## src/rtl/hst_pkg.sv

```systemverilog
package hst_pkg;

  // table geometry
  localparam int MAX_ENTRIES = 16;
  localparam int SLOT_W      = (MAX_ENTRIES > 1) ? $clog2(MAX_ENTRIES) : 1;

  // field widths
  localparam int KEY_W  = 8;
  localparam int TIME_W = 32;
  localparam int MISS_W = 8;
  localparam int DEB_W  = 8;
  localparam int PER_W  = 16;
  localparam int CFG_W  = 16;
  localparam int CFGA_W = 1;

  // command codes
  localparam logic [1:0] CMD_REGISTER  = 2'd0;
  localparam logic [1:0] CMD_HEARTBEAT = 2'd1;
  localparam logic [1:0] CMD_QUERY     = 2'd2;
  localparam logic [1:0] CMD_UPDATE    = 2'd3;

  // result status codes
  localparam logic [1:0] ST_OK    = 2'd0;
  localparam logic [1:0] ST_FULL  = 2'd1;
  localparam logic [1:0] ST_NOREG = 2'd2;

  // configuration register indexes
  localparam logic [CFGA_W-1:0] CFG_DEBOUNCE = 1'b0;
  localparam logic [CFGA_W-1:0] CFG_BLINK    = 1'b1;

  // configuration reset values
  localparam logic [DEB_W-1:0] DEBOUNCE_RST = 8'd3;
  localparam logic [PER_W-1:0] BLINK_RST    = 16'd250;

  localparam logic [MISS_W-1:0] MISS_MAX = '1;

  // table write operations
  typedef enum logic [2:0] {
    WR_NONE,
    WR_NEW,
    WR_TMO,
    WR_BEAT,
    WR_HEALTH
  } tbl_op_t;

  typedef struct packed {
    tbl_op_t             op;
    logic [SLOT_W-1:0]   idx;
    logic [KEY_W-1:0]    dev_type;
    logic [KEY_W-1:0]    dev_index;
    logic [TIME_W-1:0]   timeout;
    logic [TIME_W-1:0]   stamp;
    logic [MISS_W-1:0]   misses;
    logic                online;
  } tbl_wr_t;

  // one slot as seen through the read port
  typedef struct packed {
    logic                used;
    logic                online;
    logic [MISS_W-1:0]   misses;
    logic [KEY_W-1:0]    dev_type;
    logic [KEY_W-1:0]    dev_index;
    logic [TIME_W-1:0]   timeout;
    logic [TIME_W-1:0]   last_beat;
  } slot_view_t;

  // shared time comparator result
  typedef struct packed {
    logic gt;
    logic ge;
  } cmp_res_t;

endpackage

```

## src/rtl/heartbeat_supervisor_table_top.sv

```systemverilog
// Heartbeat supervisor table: holds up to MAX_ENTRIES devices keyed by
// (type, index). cmd in in_tuser picks register, heartbeat, query or periodic
// update. Register, heartbeat and query return one beat with out_tlast set;
// an update returns one beat per used slot in slot order (or a single empty
// beat when the table is empty), with the all-up flag on the last beat, and
// every beat carries the LED and buzzer levels after the command. A table slot
// is read one per cycle through a single read port (the listing pass waits
// while the result register holds a beat not yet taken), and the timeout and
// blink checks share one 32-bit wrapping compare unit. in_tready is high only
// while the block is idle; the result register lets the next command be
// accepted while the last result still waits.
module heartbeat_supervisor_table_top (
  input  logic                              clk,
  input  logic                              rst_n,
  // in_tdata: dev_type[7:0], dev_index[15:8], hb_timeout[47:16], now_ms[79:48]
  input  logic [79:0]                       in_tdata,
  // in_tuser: cmd[1:0]
  input  logic [1:0]                        in_tuser,
  input  logic                              in_tvalid,
  output logic                              in_tready,
  // out_tdata: entry_type[7:0], entry_index[15:8], entry_online[16],
  //            all_up[17], led_red[18], led_green[19], buzzer[20], zero[23:21]
  output logic [23:0]                       out_tdata,
  // out_tuser: status[1:0], entry_valid[2]
  output logic [2:0]                        out_tuser,
  output logic                              out_tlast,
  output logic                              out_tvalid,
  input  logic                              out_tready,
  input  logic                              cfg_we,
  input  logic [hst_pkg::CFGA_W-1:0]        cfg_index,
  input  logic [hst_pkg::CFG_W-1:0]         cfg_data
);

  typedef enum logic [4:0] {
    S_IDLE  = 5'b00001,
    S_LOOK  = 5'b00010,
    S_ACT   = 5'b00100,
    S_UPD   = 5'b01000,
    S_ALARM = 5'b10000
  } state_t;

  localparam int SW = hst_pkg::SLOT_W;
  localparam logic [SW-1:0] LAST_SLOT = SW'(hst_pkg::MAX_ENTRIES - 1);

  // list state is folded into the update path via a flag
  state_t                        state_r, state_nxt;
  logic                          listing_r, listing_nxt;
  logic [SW-1:0]                 cnt_r, cnt_nxt;
  logic [1:0]                    cmd_r, cmd_nxt;
  logic [hst_pkg::KEY_W-1:0]     key_type_r, key_type_nxt;
  logic [hst_pkg::KEY_W-1:0]     key_index_r, key_index_nxt;
  logic [hst_pkg::TIME_W-1:0]    tmo_r, tmo_nxt;
  logic [hst_pkg::TIME_W-1:0]    now_r, now_nxt;
  logic                          found_r, found_nxt;
  logic [SW-1:0]                 hit_r, hit_nxt;
  logic                          free_found_r, free_found_nxt;
  logic [SW-1:0]                 free_r, free_nxt;
  logic                          all_r, all_nxt;

  // alarm state
  logic                          prev_all_r, prev_all_nxt;
  logic                          blink_on_r, blink_on_nxt;
  logic [hst_pkg::TIME_W-1:0]    last_blink_r, last_blink_nxt;
  logic                          red_r, red_nxt;
  logic                          green_r, green_nxt;
  logic                          buzz_r, buzz_nxt;

  // configuration
  logic [hst_pkg::DEB_W-1:0]     debounce_r;
  logic [hst_pkg::PER_W-1:0]     period_r;

  // result register
  logic                          out_valid_r, out_valid_nxt;
  logic [1:0]                    o_status_r, o_status_nxt;
  logic                          o_ev_r, o_ev_nxt;
  logic [hst_pkg::KEY_W-1:0]     o_type_r, o_type_nxt;
  logic [hst_pkg::KEY_W-1:0]     o_index_r, o_index_nxt;
  logic                          o_online_r, o_online_nxt;
  logic                          o_last_r, o_last_nxt;
  logic                          o_all_r, o_all_nxt;
  logic                          o_red_r, o_red_nxt;
  logic                          o_green_r, o_green_nxt;
  logic                          o_buzz_r, o_buzz_nxt;

  logic                          can_put;
  logic                          put;
  logic [SW-1:0]                 rd_idx;
  hst_pkg::tbl_wr_t              tbl_wr;
  hst_pkg::slot_view_t           view;
  logic [hst_pkg::MAX_ENTRIES-1:0] used_vec;
  logic [hst_pkg::TIME_W-1:0]    cmp_stamp;
  logic [hst_pkg::TIME_W-1:0]    cmp_limit;
  hst_pkg::cmp_res_t             cmp_res;
  logic                          key_hit;
  logic                          later_used;
  logic [hst_pkg::MISS_W-1:0]    miss_new;
  logic                          online_new;

  // slot store
  assign rd_idx = (state_r == S_ACT) ? (found_r ? hit_r : free_r) : cnt_r;

  hst_table u_table (
    .clk      (clk),
    .rst_n    (rst_n),
    .rd_idx   (rd_idx),
    .wr       (tbl_wr),
    .view     (view),
    .used_vec (used_vec)
  );

  // shared compare: slot timeout during the health pass, blink period in the alarm step
  assign cmp_stamp = (state_r == S_ALARM) ? last_blink_r : view.last_beat;
  assign cmp_limit = (state_r == S_ALARM) ? {{(hst_pkg::TIME_W - hst_pkg::PER_W){1'b0}}, period_r}
                                          : view.timeout;

  hst_cmp u_cmp (
    .now   (now_r),
    .stamp (cmp_stamp),
    .limit (cmp_limit),
    .res   (cmp_res)
  );

  assign key_hit    = view.used && (view.dev_type == key_type_r) &&
                      (view.dev_index == key_index_r);
  assign later_used = |(used_vec >> ({1'b0, cnt_r} + (SW + 1)'(1)));

  // miss counting and debounce for the slot under the scan
  always_comb begin
    if (cmp_res.gt) begin
      miss_new = (view.misses == hst_pkg::MISS_MAX) ? view.misses
                                                    : view.misses + hst_pkg::MISS_W'(1);
    end else begin
      miss_new = '0;
    end
    online_new = (miss_new >= debounce_r) ? 1'b0 : view.online;
  end

  assign can_put   = !out_valid_r || out_tready;
  assign in_tready = (state_r == S_IDLE);

  // sequencer
  always_comb begin
    state_nxt      = state_r;
    listing_nxt    = listing_r;
    cnt_nxt        = cnt_r;
    cmd_nxt        = cmd_r;
    key_type_nxt   = key_type_r;
    key_index_nxt  = key_index_r;
    tmo_nxt        = tmo_r;
    now_nxt        = now_r;
    found_nxt      = found_r;
    hit_nxt        = hit_r;
    free_found_nxt = free_found_r;
    free_nxt       = free_r;
    all_nxt        = all_r;
    prev_all_nxt   = prev_all_r;
    blink_on_nxt   = blink_on_r;
    last_blink_nxt = last_blink_r;
    red_nxt        = red_r;
    green_nxt      = green_r;
    buzz_nxt       = buzz_r;

    put          = 1'b0;
    o_status_nxt = o_status_r;
    o_ev_nxt     = o_ev_r;
    o_type_nxt   = o_type_r;
    o_index_nxt  = o_index_r;
    o_online_nxt = o_online_r;
    o_last_nxt   = o_last_r;
    o_all_nxt    = o_all_r;

    tbl_wr           = '0;
    tbl_wr.op        = hst_pkg::WR_NONE;
    tbl_wr.idx       = rd_idx;
    tbl_wr.dev_type  = key_type_r;
    tbl_wr.dev_index = key_index_r;
    tbl_wr.timeout   = tmo_r;
    tbl_wr.stamp     = now_r;
    tbl_wr.misses    = miss_new;
    tbl_wr.online    = online_new;

    unique case (state_r)
      S_IDLE: begin
        if (in_tvalid) begin
          cmd_nxt        = in_tuser;
          key_type_nxt   = in_tdata[7:0];
          key_index_nxt  = in_tdata[15:8];
          tmo_nxt        = in_tdata[47:16];
          now_nxt        = in_tdata[79:48];
          cnt_nxt        = '0;
          found_nxt      = 1'b0;
          free_found_nxt = 1'b0;
          all_nxt        = 1'b1;
          listing_nxt    = 1'b0;
          state_nxt      = (in_tuser == hst_pkg::CMD_UPDATE) ? S_UPD : S_LOOK;
        end
      end

      // key search and first free slot, one slot a cycle
      S_LOOK: begin
        if (key_hit && !found_r) begin
          found_nxt = 1'b1;
          hit_nxt   = cnt_r;
        end
        if (!view.used && !free_found_r) begin
          free_found_nxt = 1'b1;
          free_nxt       = cnt_r;
        end
        if (cnt_r == LAST_SLOT) begin
          state_nxt = S_ACT;
        end else begin
          cnt_nxt = cnt_r + SW'(1);
        end
      end

      // apply the command and post its single result
      S_ACT: begin
        if (can_put) begin
          put          = 1'b1;
          o_ev_nxt     = 1'b0;
          o_type_nxt   = key_type_r;
          o_index_nxt  = key_index_r;
          o_last_nxt   = 1'b1;
          o_all_nxt    = 1'b0;
          o_status_nxt = hst_pkg::ST_OK;
          o_online_nxt = 1'b0;
          case (cmd_r)
            hst_pkg::CMD_REGISTER: begin
              if (found_r) begin
                tbl_wr.op    = hst_pkg::WR_TMO;
                o_online_nxt = view.online;
              end else if (free_found_r) begin
                tbl_wr.op    = hst_pkg::WR_NEW;
                o_online_nxt = 1'b1;
              end else begin
                o_status_nxt = hst_pkg::ST_FULL;
              end
            end
            hst_pkg::CMD_HEARTBEAT: begin
              if (found_r) begin
                tbl_wr.op    = hst_pkg::WR_BEAT;
                o_online_nxt = 1'b1;
              end else begin
                o_status_nxt = hst_pkg::ST_NOREG;
              end
            end
            default: begin
              if (found_r) begin
                o_online_nxt = view.online;
              end else begin
                o_status_nxt = hst_pkg::ST_NOREG;
              end
            end
          endcase
          state_nxt = S_IDLE;
        end
      end

      // health pass, then the listing pass over the same counter
      S_UPD: begin
        if (!listing_r) begin
          if (view.used) begin
            tbl_wr.op = hst_pkg::WR_HEALTH;
            if (!online_new) begin
              all_nxt = 1'b0;
            end
          end
          if (cnt_r == LAST_SLOT) begin
            state_nxt = S_ALARM;
          end else begin
            cnt_nxt = cnt_r + SW'(1);
          end
        end else if (used_vec == '0) begin
          if (can_put) begin
            put          = 1'b1;
            o_status_nxt = hst_pkg::ST_OK;
            o_ev_nxt     = 1'b0;
            o_type_nxt   = '0;
            o_index_nxt  = '0;
            o_online_nxt = 1'b0;
            o_last_nxt   = 1'b1;
            o_all_nxt    = all_r;
            state_nxt    = S_IDLE;
          end
        end else if (view.used) begin
          if (can_put) begin
            put          = 1'b1;
            o_status_nxt = hst_pkg::ST_OK;
            o_ev_nxt     = 1'b1;
            o_type_nxt   = view.dev_type;
            o_index_nxt  = view.dev_index;
            o_online_nxt = view.online;
            o_last_nxt   = !later_used;
            o_all_nxt    = !later_used && all_r;
            if (!later_used) begin
              state_nxt = S_IDLE;
            end else begin
              cnt_nxt = cnt_r + SW'(1);
            end
          end
        end else begin
          cnt_nxt = cnt_r + SW'(1);
        end
      end

      // alarm drive and blink timing
      S_ALARM: begin
        if (all_r) begin
          if (!prev_all_r) begin
            red_nxt      = 1'b0;
            green_nxt    = 1'b1;
            buzz_nxt     = 1'b0;
            blink_on_nxt = 1'b0;
          end
        end else if (prev_all_r) begin
          red_nxt        = 1'b1;
          green_nxt      = 1'b0;
          buzz_nxt       = 1'b1;
          blink_on_nxt   = 1'b1;
          last_blink_nxt = now_r;
        end else if (cmp_res.ge) begin
          last_blink_nxt = now_r;
          blink_on_nxt   = !blink_on_r;
          red_nxt        = !blink_on_r;
          green_nxt      = 1'b0;
          buzz_nxt       = !blink_on_r;
        end
        prev_all_nxt = all_r;
        cnt_nxt      = '0;
        listing_nxt  = 1'b1;
        state_nxt    = S_UPD;
      end

      default: begin
        state_nxt = S_IDLE;
      end
    endcase

    out_valid_nxt = put ? 1'b1 : (out_tready ? 1'b0 : out_valid_r);
    o_red_nxt     = put ? red_nxt   : o_red_r;
    o_green_nxt   = put ? green_nxt : o_green_r;
    o_buzz_nxt    = put ? buzz_nxt  : o_buzz_r;
  end

  // control registers
  always_ff @(posedge clk) begin
    if (!rst_n) begin
      state_r      <= S_IDLE;
      listing_r    <= 1'b0;
      cnt_r        <= '0;
      found_r      <= 1'b0;
      free_found_r <= 1'b0;
      all_r        <= 1'b1;
      prev_all_r   <= 1'b1;
      blink_on_r   <= 1'b0;
      last_blink_r <= '0;
      red_r        <= 1'b0;
      green_r      <= 1'b0;
      buzz_r       <= 1'b0;
      out_valid_r  <= 1'b0;
    end else begin
      state_r      <= state_nxt;
      listing_r    <= listing_nxt;
      cnt_r        <= cnt_nxt;
      found_r      <= found_nxt;
      free_found_r <= free_found_nxt;
      all_r        <= all_nxt;
      prev_all_r   <= prev_all_nxt;
      blink_on_r   <= blink_on_nxt;
      last_blink_r <= last_blink_nxt;
      red_r        <= red_nxt;
      green_r      <= green_nxt;
      buzz_r       <= buzz_nxt;
      out_valid_r  <= out_valid_nxt;
    end
  end

  // command and result payload
  always_ff @(posedge clk) begin
    cmd_r       <= cmd_nxt;
    key_type_r  <= key_type_nxt;
    key_index_r <= key_index_nxt;
    tmo_r       <= tmo_nxt;
    now_r       <= now_nxt;
    hit_r       <= hit_nxt;
    free_r      <= free_nxt;
    o_status_r  <= o_status_nxt;
    o_ev_r      <= o_ev_nxt;
    o_type_r    <= o_type_nxt;
    o_index_r   <= o_index_nxt;
    o_online_r  <= o_online_nxt;
    o_last_r    <= o_last_nxt;
    o_all_r     <= o_all_nxt;
    o_red_r     <= o_red_nxt;
    o_green_r   <= o_green_nxt;
    o_buzz_r    <= o_buzz_nxt;
  end

  // configuration writes
  always_ff @(posedge clk) begin
    if (!rst_n) begin
      debounce_r <= hst_pkg::DEBOUNCE_RST;
      period_r   <= hst_pkg::BLINK_RST;
    end else if (cfg_we) begin
      unique case (cfg_index)
        hst_pkg::CFG_DEBOUNCE: debounce_r <= cfg_data[hst_pkg::DEB_W-1:0];
        hst_pkg::CFG_BLINK:    period_r   <= cfg_data[hst_pkg::PER_W-1:0];
        default: begin
        end
      endcase
    end
  end

  // result beat
  assign out_tvalid = out_valid_r;
  assign out_tlast  = o_last_r;
  assign out_tuser  = {o_ev_r, o_status_r};
  assign out_tdata  = {3'b000, o_buzz_r, o_green_r, o_red_r, o_all_r, o_online_r,
                       o_index_r, o_type_r};

endmodule

```

## src/rtl/hst_table.sv

```systemverilog
module hst_table (
  input  logic                                clk,
  input  logic                                rst_n,
  input  logic [hst_pkg::SLOT_W-1:0]          rd_idx,
  input  hst_pkg::tbl_wr_t                    wr,
  output hst_pkg::slot_view_t                 view,
  output logic [hst_pkg::MAX_ENTRIES-1:0]     used_vec
);

  logic [hst_pkg::MAX_ENTRIES-1:0] used_r;
  logic [hst_pkg::MAX_ENTRIES-1:0] online_r;
  logic [hst_pkg::MISS_W-1:0]      misses_r    [hst_pkg::MAX_ENTRIES];
  logic [hst_pkg::KEY_W-1:0]       type_r      [hst_pkg::MAX_ENTRIES];
  logic [hst_pkg::KEY_W-1:0]       index_r     [hst_pkg::MAX_ENTRIES];
  logic [hst_pkg::TIME_W-1:0]      timeout_r   [hst_pkg::MAX_ENTRIES];
  logic [hst_pkg::TIME_W-1:0]      last_beat_r [hst_pkg::MAX_ENTRIES];

  // status flags and miss counters, cleared by reset
  always_ff @(posedge clk) begin
    if (!rst_n) begin
      used_r   <= '0;
      online_r <= '0;
      for (int i = 0; i < hst_pkg::MAX_ENTRIES; i++) begin
        misses_r[i] <= '0;
      end
    end else begin
      case (wr.op)
        hst_pkg::WR_NEW: begin
          used_r[wr.idx]   <= 1'b1;
          online_r[wr.idx] <= 1'b1;
          misses_r[wr.idx] <= '0;
        end
        hst_pkg::WR_BEAT: begin
          online_r[wr.idx] <= 1'b1;
        end
        hst_pkg::WR_HEALTH: begin
          online_r[wr.idx] <= wr.online;
          misses_r[wr.idx] <= wr.misses;
        end
        default: begin
        end
      endcase
    end
  end

  // key, timeout and stamp payload, valid only while the slot is used
  always_ff @(posedge clk) begin
    case (wr.op)
      hst_pkg::WR_NEW: begin
        type_r[wr.idx]      <= wr.dev_type;
        index_r[wr.idx]     <= wr.dev_index;
        timeout_r[wr.idx]   <= wr.timeout;
        last_beat_r[wr.idx] <= wr.stamp;
      end
      hst_pkg::WR_TMO: begin
        timeout_r[wr.idx] <= wr.timeout;
      end
      hst_pkg::WR_BEAT: begin
        last_beat_r[wr.idx] <= wr.stamp;
      end
      default: begin
      end
    endcase
  end

  // single read port
  always_comb begin
    view.used      = used_r[rd_idx];
    view.online    = online_r[rd_idx];
    view.misses    = misses_r[rd_idx];
    view.dev_type  = type_r[rd_idx];
    view.dev_index = index_r[rd_idx];
    view.timeout   = timeout_r[rd_idx];
    view.last_beat = last_beat_r[rd_idx];
  end

  assign used_vec = used_r;

endmodule

```

## src/rtl/hst_cmp.sv

```systemverilog
module hst_cmp (
  input  logic [hst_pkg::TIME_W-1:0] now,
  input  logic [hst_pkg::TIME_W-1:0] stamp,
  input  logic [hst_pkg::TIME_W-1:0] limit,
  output hst_pkg::cmp_res_t          res
);

  logic [hst_pkg::TIME_W-1:0] elapsed;

  // wrapping elapsed time against a limit
  assign elapsed = now - stamp;
  assign res.gt  = elapsed > limit;
  assign res.ge  = elapsed >= limit;

endmodule

```

## config.mk

```make
export PLATFORM = sky130hd
export DESIGN_NAME = heartbeat_supervisor_table_top
export DESIGN_NICKNAME = d
export VERILOG_FILES = /design/src/rtl/hst_pkg.sv /design/src/rtl/heartbeat_supervisor_table_top.sv /design/src/rtl/hst_table.sv /design/src/rtl/hst_cmp.sv
export SDC_FILE = /design/constraint.sdc
export NUM_CORES = 2
export LEC_CHECK = 0
export BUFFER_PORTS_ARGS = -buffer_cell sky130_fd_sc_hd__clkbuf_2
export CORE_AREA = 2 2 411 413
export CTS_BUF_LIST = sky130_fd_sc_hd__clkbuf_16
export DETAILED_ROUTE_END_ITERATION = 10
export DIE_AREA = 0 0 413 415
export PLACE_DENSITY = 0.55
export SLEW_MARGIN = 20
export SYNTH_ARGS = -nofsm -noshare
export SYNTH_HDL_FRONTEND = slang
export SYNTH_SLANG_ARGS = --single-unit
```

## constraint.sdc

```tcl
create_clock -name clk -period 9.5 [get_ports clk]
set_clock_uncertainty 0.05 [all_clocks]
set_input_delay 0.475 -clock clk [delete_from_list [all_inputs] [get_ports clk]]
set_output_delay 0.475 -clock clk [all_outputs]
set_load 0.05 [all_outputs]
```

==> report_table.html <==
<table>
<tr><th>Metric</th><th>Value</th></tr>
<tr><th colspan="2">Status</th></tr>
<tr><td>Run status</td><td>finished clean</td></tr>
<tr><th colspan="2">Synthesis</th></tr>
<tr><td>Post-synthesis register bit count</td><td>1,630</td></tr>
<tr><td>Synthesized instance count</td><td>4,494</td></tr>
<tr><td>EDFF count, synth</td><td>approximately 1,500</td></tr>
<tr><td>Area fraction in compound gates after synthesis</td><td>8.21%</td></tr>
<tr><td>Area fraction in and, or, nand and nor cells after synthesis</td><td>8.84%</td></tr>
<tr><td>Count of synthesis-stage warnings from yosys</td><td>0</td></tr>
<tr><td>Synthesized cell area</td><td>between 60,000 and 70,000 sq um</td></tr>
<tr><td>Proportion of synthesized flip-flops having asynchronous set or reset</td><td>0%</td></tr>
<tr><td>Seq/Total Area, Yosys</td><td>72.2%</td></tr>
<tr><td>Most used flip-flop cell after synthesis</td><td>edfxtp_1</td></tr>
<tr><td>Post-synthesis share of cell area spent on full adders, half adders and majority gates</td><td>1.41%</td></tr>
<tr><td>Average footprint of a synthesized cell</td><td>around 15 sq um</td></tr>
<tr><td>Mux share of post-synthesis cell area</td><td>just under 7%</td></tr>
<tr><td>XOR/XNOR share of the synthesized area</td><td>0.555%</td></tr>
<tr><td>Netlist cell types</td><td>85</td></tr>
<tr><td>Combinational family with the most area after synthesis</td><td>simple AND/OR/NAND/NOR gates</td></tr>
<tr><th colspan="2">STA</th></tr>
<tr><td>Maximum achievable frequency</td><td>around 110 MHz</td></tr>
<tr><td>Transition time at the pin with the least slew margin</td><td>roughly 1100 ps</td></tr>
<tr><td>Hold Fails Final Rpt</td><td>0</td></tr>
<tr><td>Fin Hold WS</td><td>130 ps</td></tr>
<tr><td>Worst slew margin relative to its limit</td><td>25.0%</td></tr>
<tr><td>Summed negative setup slack over all endpoints</td><td>0 ps</td></tr>
<tr><td>Count of final setup violators</td><td>0</td></tr>
<tr><td>Tmin final</td><td>8960 ps</td></tr>
<tr><td>Crit share post-route</td><td>~94%</td></tr>
<tr><td>Max-slew violations</td><td>0</td></tr>
<tr><th colspan="2">Floorplanning</th></tr>
<tr><td>I/O pin cnt</td><td>roughly 130</td></tr>
<tr><td>Die extent in y</td><td>just over 400 microns</td></tr>
<tr><td>Initial core utilization</td><td>39.8%</td></tr>
<tr><td>Die ar.</td><td>approximately 170,000 sq um</td></tr>
<tr><td>Core area</td><td>~170,000 sq um</td></tr>
<tr><td>Die outline width</td><td>413 microns</td></tr>
<tr><td>Site row count</td><td>150</td></tr>
<tr><th colspan="2">Detailed routing</th></tr>
<tr><td>Drt via density</td><td>5.70</td></tr>
<tr><td>DR WL/cell</td><td>approximately 27 microns</td></tr>
<tr><td>Routed WL</td><td>approximately 190,000 microns</td></tr>
<tr><td>Post-route ant nets</td><td>0</td></tr>
<tr><td>Via count</td><td>roughly 41,000</td></tr>
<tr><td>Initial drt markers</td><td>approximately 4,600</td></tr>
<tr><td>Drc violations</td><td>0</td></tr>
<tr><td>1st-pass router iterations</td><td>5</td></tr>
<tr><th colspan="2">CTS</th></tr>
<tr><td>Sinks on Clock Net</td><td>1,630</td></tr>
<tr><td>TritonCTS clock tree</td><td>done</td></tr>
<tr><td>Number of clock buffers inserted by TritonCTS</td><td>170</td></tr>
<tr><td>Clk buf depth</td><td>3</td></tr>
<tr><td>Master cell of the clock root buffer</td><td>clkbuf_16</td></tr>
<tr><td>H-tree lvl count</td><td>4</td></tr>
<tr><td>Clock-pin transition on the worst setup and hold timing paths</td><td>60 ps</td></tr>
<tr><td>Clk_lat worst skew</td><td>around 820 ps</td></tr>
<tr><th colspan="2">Final layout</th></tr>
<tr><td>Number of antenna repair diodes</td><td>0</td></tr>
<tr><td>Area of the multi-input gates</td><td>about 18,000 sq um</td></tr>
<tr><td>Fraction of layout cells with a size suffix above 1</td><td>around 17%</td></tr>
<tr><td>Post-Route Utilization</td><td>between 40 and 50%</td></tr>
<tr><td>Non-filler cells, final</td><td>a little over 7,000</td></tr>
<tr><td>Filler instances</td><td>around 15,000</td></tr>
<tr><td>Storage element area</td><td>between 40,000 and 50,000 sq um</td></tr>
<tr><td>Post-synthesis to final-layout area growth</td><td>16.1%</td></tr>
<tr><td>Final net count</td><td>around 5,000</td></tr>
<tr><th colspan="2">Power and ir drop</th></tr>
<tr><td>Clock Power Share</td><td>a little under two fifths</td></tr>
<tr><td>Switching power</td><td>between 0.004 and 0.005 W</td></tr>
<tr><td>Power Internal</td><td>roughly 0.013 W</td></tr>
<tr><td>Fraction of power consumed by combinational cells</td><td>11.1%</td></tr>
<tr><td>Cell Pwr Density</td><td>roughly 220 nW/um^2</td></tr>
<tr><td>Leakage dissipation</td><td>roughly 26 nW</td></tr>
<tr><td>Fraction of power spent switching nets</td><td>25.8%</td></tr>
<tr><td>Worst voltage drop across the vdd grid</td><td>about 0.00018 V</td></tr>
<tr><td>Share of power burned in registers</td><td>between 50% and 60%</td></tr>
<tr><th colspan="2">GRT</th></tr>
<tr><td>Overall Global Routing Usage</td><td>between 20% and 30%</td></tr>
<tr><td>Initial antenna violation count</td><td>1</td></tr>
<tr><td>Global-route wire length before repair</td><td>about 270,000 microns</td></tr>
<tr><td>Largest net degree at the start of global routing</td><td>146</td></tr>
<tr><td>Total congestion overflow</td><td>0</td></tr>
<tr><td>Via count of the first global-routing pass</td><td>39,800</td></tr>
<tr><th colspan="2">Critical path</th></tr>
<tr><td>Slowest CP cell</td><td>a31o_2</td></tr>
<tr><td>Required time of the critical path</td><td>approximately 10,000 ps</td></tr>
<tr><td>Category of cells accounting for the largest share of critical-path delay</td><td>compound AO/OA/AOI/OAI gates</td></tr>
<tr><td>CP Launch Type</td><td>flip-flop</td></tr>
<tr><td>Critical Path Fanout Max</td><td>21</td></tr>
<tr><td>Number of buffers and inverters on the critical path</td><td>2</td></tr>
<tr><td>Stage delay of the slowest cell on the critical path</td><td>about 590 ps</td></tr>
<tr><td>Kind of end point of the critical path</td><td>flip-flop</td></tr>
<tr><td>Cell seen most often among critical-path stages</td><td>a21o_1</td></tr>
<tr><td>Arrival @ worst endpoint</td><td>9640 ps</td></tr>
<tr><td>Critical path class</td><td>reg -&gt; reg</td></tr>
<tr><th colspan="2">Place</th></tr>
<tr><td>Post-detailed-placement half-perimeter wirelength</td><td>between 100,000 and 150,000 microns</td></tr>
<tr><td>Placed Cells incl. Taps</td><td>6,742</td></tr>
<tr><td>IO Port Bufs</td><td>130</td></tr>
<tr><td>Routability congestion estimate</td><td>roughly 0.85</td></tr>
<tr><th colspan="2">Worst hold path</th></tr>
<tr><td>Hold/Removal Path Class</td><td>in -&gt; reg</td></tr>
<tr><th colspan="2">Job</th></tr>
<tr><td>Max-cap viol count</td><td>0</td></tr>
</table>
## cell type report
cell class | instances | area share (%)
Inverter | 34 | 0.174
Sequential cell | 1630 | 62.2
Clock buffer | 171 | 5.55
Tap cell | 2204 | 3.58
Clock inverter | 145 | 1.33
Timing Repair Buffer | 418 | 4.18
Multi-Input combinational cell | 2571 | 23.0
## cell usage after synthesis (7+ instances only)
cell type,n,area share (%)
buf_2,65,0.49
a22o_1,11,0.15
mux2i_1,45,0.68
and3_1,8,0.075
o22ai_1,62,0.58
o21bai_1,9,0.10
mux4_2,180,6.1
o21a_1,16,0.18
inv_1,34,0.19
o41ai_1,10,0.13
edfxtp_1,1523,69
nand3b_1,7,0.079
nor2_1,261,1.5
a31oi_1,10,0.094
a2bb2oi_1,8,0.11
and2_1,17,0.16
xnor2_1,25,0.33
buf_1,35,0.20
nand4_1,26,0.25
a32oi_1,12,0.16
nor3b_1,15,0.17
buf_4,13,0.15
a211oi_1,29,0.33
ha_1,73,1.4
xor2_1,17,0.22
o21ai_0,121,0.91
a21o_1,40,0.45
o211ai_1,13,0.15
nand2_1,642,3.6
a21oi_1,366,2.8
nor2b_1,16,0.15
a22oi_1,89,1.0
nand2b_1,10,0.094
nor4_1,37,0.35
nand3_1,222,1.7
dfxtp_1,107,3.2
clkbuf_1,148,0.84
nor3_1,53,0.40
## repair_timing
action / in CTS / in global routing
gates resized for setup: 2 / 22
pin swaps: 0 / 6
hold buffers: 98 / 0
setup endpoints to repair: 7 / 17
endpoints found under the hold margin: 106 / 0
cloned: 0 / 4
buffers inserted: 0 / 12
## metrics by stage
step	worst slack, ps	instance area (sq um)	power (W)
2_1_floorplan	166	66300	0.00988
3_3_place_gp	130	70500	0.0106
3_5_place_dp	-14.1	70500	0.0106
4_1_cts	16.1	76800	0.0170
5_1_grt	-31.2	77000	0.0175
6_report	537	77000	0.0169
## worst reg2reg max path: cells and delay by family, from the launching register on
family                     cells  cell delay [ps]
and+or+nand+nor                8             1780
DFF                            1              380
buffers and inverters          2              570
adders and majority gates      3              970
muxes                          1              420
xor gates and xnor gates       1              140
AOI/OAI and AO/OA             21             4550
## path summary, 6_finish.rpt
| check | start | to | slack [ps] | cells past startpoint |
|---|---|---|---|---|
| min reg2reg | last_blink_r[26] | last_blink_r[26] | 400 | 2 |
| max reg2reg | found_r | u_table.online_r[11] | 540 | 36 |
| max | found_r | u_table.online_r[11] | 540 | 36 |
| min | in_tvalid | state_r[0] | 130 | 2 |
## power by group through the flow
stage / registers (W) / logic (W) / clock network [W]
3_5_place_dp: 0.00883 / 0.00180 / 0
4_1_cts: 0.00868 / 0.00185 / 0.00644
5_1_grt: 0.00873 / 0.00205 / 0.00672
6_report: 0.00868 / 0.00187 / 0.00633
3_3_place_gp: 0.00881 / 0.00180 / 0
2_1_floorplan: 0.00866 / 0.00122 / 0
## cell usage in the layout (no fill, tap or decap), types with 29 or more instances in the layout
| master | n |
|---|---|
| clkbuf_2 | 130 |
| nor2_4 | 35 |
| buf_4 | 174 |
| nand2_1 | 642 |
| dlygate4sd3_1 | 98 |
| a211oi_1 | 29 |
| nor2_1 | 208 |
| clkbuf_16 | 172 |
| nor4_1 | 37 |
| clkinv_1 | 44 |
| inv_1 | 80 |
| mux2i_1 | 43 |
| nor3_1 | 51 |
| o21ai_0 | 117 |
| nand3_1 | 220 |
| ha_1 | 73 |
| o22ai_1 | 62 |
| edfxtp_1 | 1523 |
| a21o_1 | 40 |
| a22oi_1 | 89 |
| dfxtp_1 | 107 |
| a21oi_1 | 364 |
| mux4_2 | 180 |
## cells by family after synthesis
logic type	Yosys count
DFF	1630
and+or+nand+nor	1344
AOI/OAI and AO/OA	874
buffers and inverters	298
muxes	231
adders and majority gates	74
xor gates and xnor gates	42
other	1
## flip-flops by register name, summed over array words and instances, names as in the netlist, 5 cells and up
| register | cells |
|---|---|
| key_type_r | 8 |
| tmo_r | 32 |
| period_r | 16 |
| now_r | 32 |
| u_table.timeout_r | 512 |
| u_table.online_r | 16 |
| u_table.misses_r | 128 |
| u_table.type_r | 128 |
| key_index_r | 8 |
| o_type_r | 8 |
| u_table.used_vec | 16 |
| o_index_r | 8 |
| u_table.index_r | 128 |
| u_table.last_beat_r | 512 |
| last_blink_r | 32 |
| debounce_r | 8 |
| state_r | 5 |
## layer usage
metal	share of wire, %	global-route usage [%]
met1	44	31.4
met4	2.0	4.98
met5	0	0
met2	47	34.5
met3	7.8	3.96
Note: power is estimated with default switching activity, not from simulation.
